## config.mk

```make
export PLATFORM = sky130hd
export DESIGN_NAME = ipu_emitter
export DESIGN_NICKNAME = d
export VERILOG_FILES = /design/src/rtl/ipu_pkg.sv /design/src/rtl/ipu_emitter.sv
export SDC_FILE = /design/constraint.sdc
export NUM_CORES = 1
export LEC_CHECK = 0
export ABC_AREA = 1
export BUFFER_PORTS_ARGS = -buffer_cell sky130_fd_sc_hd__buf_2
export CORE_ASPECT_RATIO = 0.5
export CORE_MARGIN = 2
export CORE_UTILIZATION = 38
export CTS_CLUSTER_SIZE = 24
export DETAILED_ROUTE_END_ITERATION = 12
export SYNTH_ARGS = -nofsm -noshare
export SYNTH_HDL_FRONTEND = slang
export SYNTH_SLANG_ARGS = --single-unit
```

## constraint.sdc

```tcl
create_clock -name i_clk -period 4 [get_ports i_clk]
set_input_delay 0.8 -clock i_clk [delete_from_list [all_inputs] [get_ports i_clk]]
set_output_delay 0.8 -clock i_clk [all_outputs]
set_load 0.02 [all_outputs]
```

## src/rtl/ipu_pkg.sv

```systemverilog
// Shared constants and types for the integer pixel upscaler.
package ipu_pkg;

    localparam int MAX_WIDTH_DEF = 4096;
    localparam int MAX_SCALE_DEF = 60;

    localparam int SCALE_W    = 6;
    localparam int CFG_DATA_W = 13;
    localparam int CHAN_W     = 8;
    localparam int PIX_W      = 3 * CHAN_W;
    localparam int PAD_W      = 2;

    localparam logic REG_SCALE = 1'b0;
    localparam logic REG_WIDTH = 1'b1;

    localparam logic MODE_PIXEL  = 1'b0;
    localparam logic MODE_REPLAY = 1'b1;

    typedef struct packed {
        logic [PIX_W-1:0]   pixel;
        logic [SCALE_W-1:0] scale;
        logic [PAD_W-1:0]   pad;
        logic               eol;
        logic               pending;
    } t_job;

endpackage

```

## src/rtl/ipu_emitter.sv

```systemverilog
// Output sequencer that repeats a pixel and appends padding beats.
module ipu_emitter (
    input  logic                       i_clk,
    input  logic                       i_rst_n,
    input  logic                       i_job_valid,
    input  ipu_pkg::t_job              i_job,
    output logic                       o_job_ready,
    output logic                       o_valid,
    input  logic                       i_ready,
    output logic [ipu_pkg::CHAN_W-1:0] o_blue_out,
    output logic [ipu_pkg::CHAN_W-1:0] o_green_out,
    output logic [ipu_pkg::CHAN_W-1:0] o_red_out,
    output logic                       o_is_padding,
    output logic                       o_line_end,
    output logic                       o_replay_pending,
    output logic                       o_last
);

    logic                        r_valid;
    logic [ipu_pkg::PIX_W-1:0]   r_pixel;
    logic [ipu_pkg::SCALE_W-1:0] r_copies_left;
    logic [ipu_pkg::PAD_W-1:0]   r_pad_left;
    logic                        r_eol;
    logic                        r_pending;
    logic                        r_is_pad;
    logic                        r_last;
    logic                        job_take;

    assign o_job_ready = !r_valid || (i_ready && r_last);
    assign job_take    = i_job_valid && o_job_ready;

    always_ff @(posedge i_clk) begin
        if (!i_rst_n) begin
            r_valid <= 1'b0;
        end else if (job_take) begin
            r_valid       <= 1'b1;
            r_pixel       <= i_job.pixel;
            r_copies_left <= i_job.scale - ipu_pkg::SCALE_W'(1);
            r_pad_left    <= i_job.pad;
            r_eol         <= i_job.eol;
            r_pending     <= i_job.pending;
            r_is_pad      <= 1'b0;
            r_last        <= (i_job.scale == ipu_pkg::SCALE_W'(1)) &&
                             (i_job.pad == '0);
        end else if (r_valid && i_ready) begin
            if (r_last) begin
                r_valid <= 1'b0;
            end else if (r_copies_left != '0) begin
                r_copies_left <= r_copies_left - ipu_pkg::SCALE_W'(1);
                r_is_pad      <= 1'b0;
                r_last        <= (r_copies_left == ipu_pkg::SCALE_W'(1)) &&
                                 (r_pad_left == '0);
            end else begin
                r_pad_left <= r_pad_left - ipu_pkg::PAD_W'(1);
                r_is_pad   <= 1'b1;
                r_last     <= (r_pad_left == ipu_pkg::PAD_W'(1));
            end
        end
    end

    assign o_valid          = r_valid;
    assign o_blue_out       = r_is_pad ? '0 : r_pixel[ipu_pkg::CHAN_W-1:0];
    assign o_green_out      = r_is_pad ? '0 : r_pixel[2*ipu_pkg::CHAN_W-1:ipu_pkg::CHAN_W];
    assign o_red_out        = r_is_pad ? '0 : r_pixel[3*ipu_pkg::CHAN_W-1:2*ipu_pkg::CHAN_W];
    assign o_is_padding     = r_is_pad;
    assign o_line_end       = r_last && r_eol;
    assign o_replay_pending = r_pending;
    assign o_last           = r_last;

endmodule

```

# Word-level counts from Yosys, hierarchy flattened
# Cells that the tools add are included.
# W data, S select, Z words.
# op_classes
add_sub_neg	3
eq_ne	5
mux	21
reduce_logical	20
# ops
op	count
$mux W6	4
$mux W8	3
$eq A6 B1 Y1 const B	2
$sub A6 B1 Y6 const B	2
$mux W1	10
$mux W2	4
$reduce_and A4 Y1	2
$logic_and A1 B1 Y1	6
$reduce_and A2 Y1	3
$reduce_bool A2 Y1	3
$reduce_bool A6 Y1	1
$logic_not A2 Y1	2
$reduce_and A3 Y1	1
$eq A2 B1 Y1 const B	1
$ne A2 B1 Y1 const B	1
$ne A2 B2 Y1 const B	1
$sub A2 B1 Y2 const B	1
$logic_not A1 Y1	1
$logic_or A1 B1 Y1	1
# word_totals
regBits	37
word_cells	57

# Logic depth before layout (Yosys ltp)
# logic_depth
word_depth	6
depth_mapped	8

# Worst setup path before layout
# OpenSTA, ideal clock, no wires.
# synth_path
path_kind	in2reg
startpoint	in i_ready
endpoint	reg r_pending, in the netlist o_replay_pending, enable pin
t_arrival_ns	2.343
required_time_ns	3.591
path_slack_ns	1.248
cell_stages	5
cell_sequence	nand2_2 nand2_4 nand2_4 buf_6 nor2_1
# synth_between
elab_chain_cells	4
# synth_rtl
item	line	text
from (decl)	ipu_emitter.sv:9	input logic i_ready,
$logic_and A1 B1 Y1	ipu_emitter.sv:29	assign o_job_ready = !r_valid || (i_ready && r_last);
$logic_or A1 B1 Y1	ipu_emitter.sv:29	
via o_job_ready	ipu_emitter.sv:7	output logic o_job_ready,
$logic_and A1 B1 Y1	ipu_emitter.sv:30	assign job_take = i_job_valid && o_job_ready;
$reduce_and A2 Y1 (no line)	--	
to (signal assigned)	ipu_emitter.sv:41	r_pending <= i_job.pending;
to (decl)	ipu_emitter.sv:24	logic r_pending;
# The timed path passes the listed nets, and every way through them passes these cells.
# A chain may end at the register's enable or synchronous reset.

# Worst setup path in the final report
# layout_path
startpoint	reg r_is_pad, in the netlist o_is_padding
endpoint	out o_blue_out[3] (netlist bit)
# layout_between
elab_chain_cells	1
# layout_rtl
item	line	text
from (decl)	ipu_emitter.sv:25	logic r_is_pad;
from (signal assigned)	ipu_emitter.sv:42	r_is_pad <= 1'b0;
from (signal assigned)	ipu_emitter.sv:50	r_is_pad <= 1'b0;
from (signal assigned)	ipu_emitter.sv:55	r_is_pad <= 1'b1;
$mux W8	ipu_emitter.sv:62	assign o_blue_out = r_is_pad ? '0 : r_pixel[ipu_pkg::CHAN_W-1:0];
to (decl)	ipu_emitter.sv:10	output logic [ipu_pkg::CHAN_W-1:0] o_blue_out,
# No other way between the ends.

==> metrics.csv <==
stage,metric,value,unit
clocking,H-tree depth,2,
logic_synthesis,"EDFF count, synth",36,
global_route,Congestion Overflow GR,0,
logic_synthesis,count of yosys warnings during synthesis,0,
die,Die W,102,um
sta,final number of hold-violating endpoints,0,
logic_synthesis,Syn Std Cell Area,0.00182,mm^2
global_route,antenna violations before repair,0,
sta,Max Slew Vio Count,0,
finish,area grow syn2layout,29.8,%
placement,hpwl dp,2590,um
logic_synthesis,average footprint of a synthesized cell,10.1,um^2
logic_synthesis,count of cell types in the netlist,25,
clocking,postcts setup bufs,0,
global_route,largest net degree at the start of global routing,27,
sta,Final WS setup,1730,ps
logic_synthesis,#FFs+latches synth,37,
clocking,post-cts hold buffer count,0,
die,initial core utilization,0.405,
clocking,Clock transition at path regs,70,ps
die,DIE HEIGHT,53.0,um
status,outcome,finished clean,
worst_setup_path,Worst EP arrival,1470,ps
detailed_routing,DR pass1 iterations,4,
global_route,first-pass GRT wire length,5180,um
worst_setup_path,worst-path maximum fanout,25,
die,Ports,68,
die,Die Area,0.00540,mm^2
sta,Slew @ Worst Pin,787,ps
finish,Antenna diodes,0,
logic_synthesis,syn nets,226,
detailed_routing,drt total wl,3330,um
detailed_routing,post-detailed-route count of antenna-violating nets,0,
detailed_routing,drt wl/cell,10.4,um
finish,# nets final,298,
logic_synthesis,Most used DFF post-synth,edfxtp_1,
logic_synthesis,"FFs w/ async S/R, synth",0,
global_route,vias in the first global route,1241,
worst_setup_path,critical path endpoint category,primary output,
sta,Max Freq,440,MHz
detailed_routing,# DRC,0,
power,leak pwr,1.17,nW
sta,# setup viols final,0,
sta,unrepaired setup endpoints after global routing,false,
sta,minimum clock period after layout,2270,ps
clocking,CTS tree,done,
placement,post-place setup slack,1990,ps
die,standard-cell rows,17,
die,Core Region,0.00451,mm^2
detailed_routing,vias,1372,
clocking,Resized cells post-CTS,0,
logic_synthesis,sequential share of the synthesized area,0.604,
finish,Post-Layout Inst Area,0.00237,mm^2
sta,Final TNS setup,0,ps
clocking,maximum clock path buffer count,2,
detailed_routing,Iter 0 DRT Violations,8,
sta,Worst Skew,7.01,ps
placement,Routability Congestion,0.774,
logic_synthesis,Cells after Synth,181,
run,max-cap violations,0,
clocking,Clock Sinks,37,
worst_setup_path,Critical Path Source Type,flip-flop,
worst_setup_path,Worst Path Required,3200,ps
placement,DP Area,0.00223,mm^2
finish,share of cells above drive strength 1,0.346,
placement,Port Buf Inserts,67,
sta,Final Cycle Share,0.569,
detailed_routing,vias per cell,4.29,
power,Max VDD drop,157,uV
clocking,clk_lat worst skew,290,ps
global_route,Tot GR Track Use,0.131,
clocking,Inserted Clock Buffers,5,
worst_setup_path,critical setup path kind,reg -> out,
power,PnR Total Power,961,uW
clocking,Clock Root Buffer,clkbuf_8,
power,Pwr Density,406,mW/mm^2
worst_hold_path,HP Class,reg -> reg,
sta,Worst slew margin,0.475,
[flip-flops by register name (all words and copies together) (netlist names)]
name / cells
o_valid: 1
r_pixel: 24
r_eol: 1
r_pad_left: 2
r_copies_left: 6
o_replay_pending: 1
o_last: 1
o_is_padding: 1
[path summary, 6_finish.rpt]
path / depth (start not counted) / start / slack [ps] / end
max reg2reg: 7 / r_copies_left[0]$_DFFE_PP_ / 2420 / r_copies_left[2]$_DFFE_PP_
max: 2 / o_is_padding$_SDFFCE_PP0P_ / 1730 / o_blue_out[3]
min reg2reg: 2 / o_valid$_SDFFE_PN0P_ / 530 / o_valid$_SDFFE_PN0P_
min: 2 / o_valid$_SDFFE_PN0P_ / 530 / o_valid$_SDFFE_PN0P_
[cell type report]
cell class                      count  area (um^2)
Clock inverter                      3         65.1
Inverter                           43          164
Tap cell                           66         82.6
Sequential cell                    37         1100
Multi-Input combinational cell     98          543
Clock buffer                        5         68.8
Fill cell                         439         2140
Timing Repair Buffer               68          343
[cell usage after synthesis, types with 2 or more instances]
cell,count,share of area
clkbuf_1,2,0.0041
nand2_4,2,0.012
inv_1,42,0.086
nand4_1,3,0.010
nor2_1,36,0.074
ha_1,7,0.048
xnor2_1,3,0.014
edfxtp_1,36,0.59
nand3_1,10,0.027
nand2_1,19,0.039
o21ai_2,4,0.019
a21oi_1,4,0.011
[logic make-up (layout without fill, tap and decap cells)]
kind of cell	count (synthesis)	count (layout)	share of synthesized area
xor gates and xnor gates	4	4	0.0192
DFF	37	37	0.604
adders and majority gates	7	7	0.0480
buffers and inverters	46	119	0.100
AOI/OAI and AO/OA	13	13	0.0514
and+or+nand+nor	74	74	0.178
[through the flow]
| stage | hold WS [ps] | instances | util |
|---|---|---|---|
| after global routing | 561 | 320 | 0.525 |
| after global placement | 520 | 312 | 0.495 |
| after floorplan | 645 | 181 | - |
| after detailed placement | 525 | 312 | 0.495 |
| after CTS | 537 | 320 | 0.525 |
| final | 531 | 320 | 0.525 |
[cell usage in the layout (no fill, tap or decap)]
master / count
dfxtp_1: 1
clkinv_2: 1
nor2_1: 35
ha_1: 7
o21ai_2: 4
buf_4: 1
nand4_1: 3
a21oi_2: 1
clkbuf_8: 5
edfxtp_1: 36
a21oi_1: 4
o21ai_0: 1
o22ai_2: 1
nand2_1: 19
nand3b_1: 1
nand2_4: 2
buf_2: 67
nand2_2: 1
bufinv_16: 2
xor2_1: 1
or2_1: 1
o21ai_1: 1
nor2_2: 2
xnor2_1: 3
inv_1: 42
nand3_1: 10
inv_4: 1
o21bai_1: 1
[worst max-delay path, cell delays in order, from the launching register on]
cell and delay (ps):
edfxtp_1 860, nor2_1 120, buf_2 190
[power by group]
part	total (mW)	leakage, nW	switching, mW	internal [mW]
Clock	0.377	0.0681	0.130	0.248
Sequential	0.462	0.344	0.0114	0.451
Combinational	0.122	0.755	0.0753	0.0467
[layer usage]
layer  GRT usage  share of wire  up-vias
li1            -              -      715
met1       0.150           0.44      615
met2       0.226           0.48       33
met3      0.0343          0.058        9
met4      0.0733          0.020        0
met5           0              0        -
Note: power is estimated with default switching activity, not from simulation.
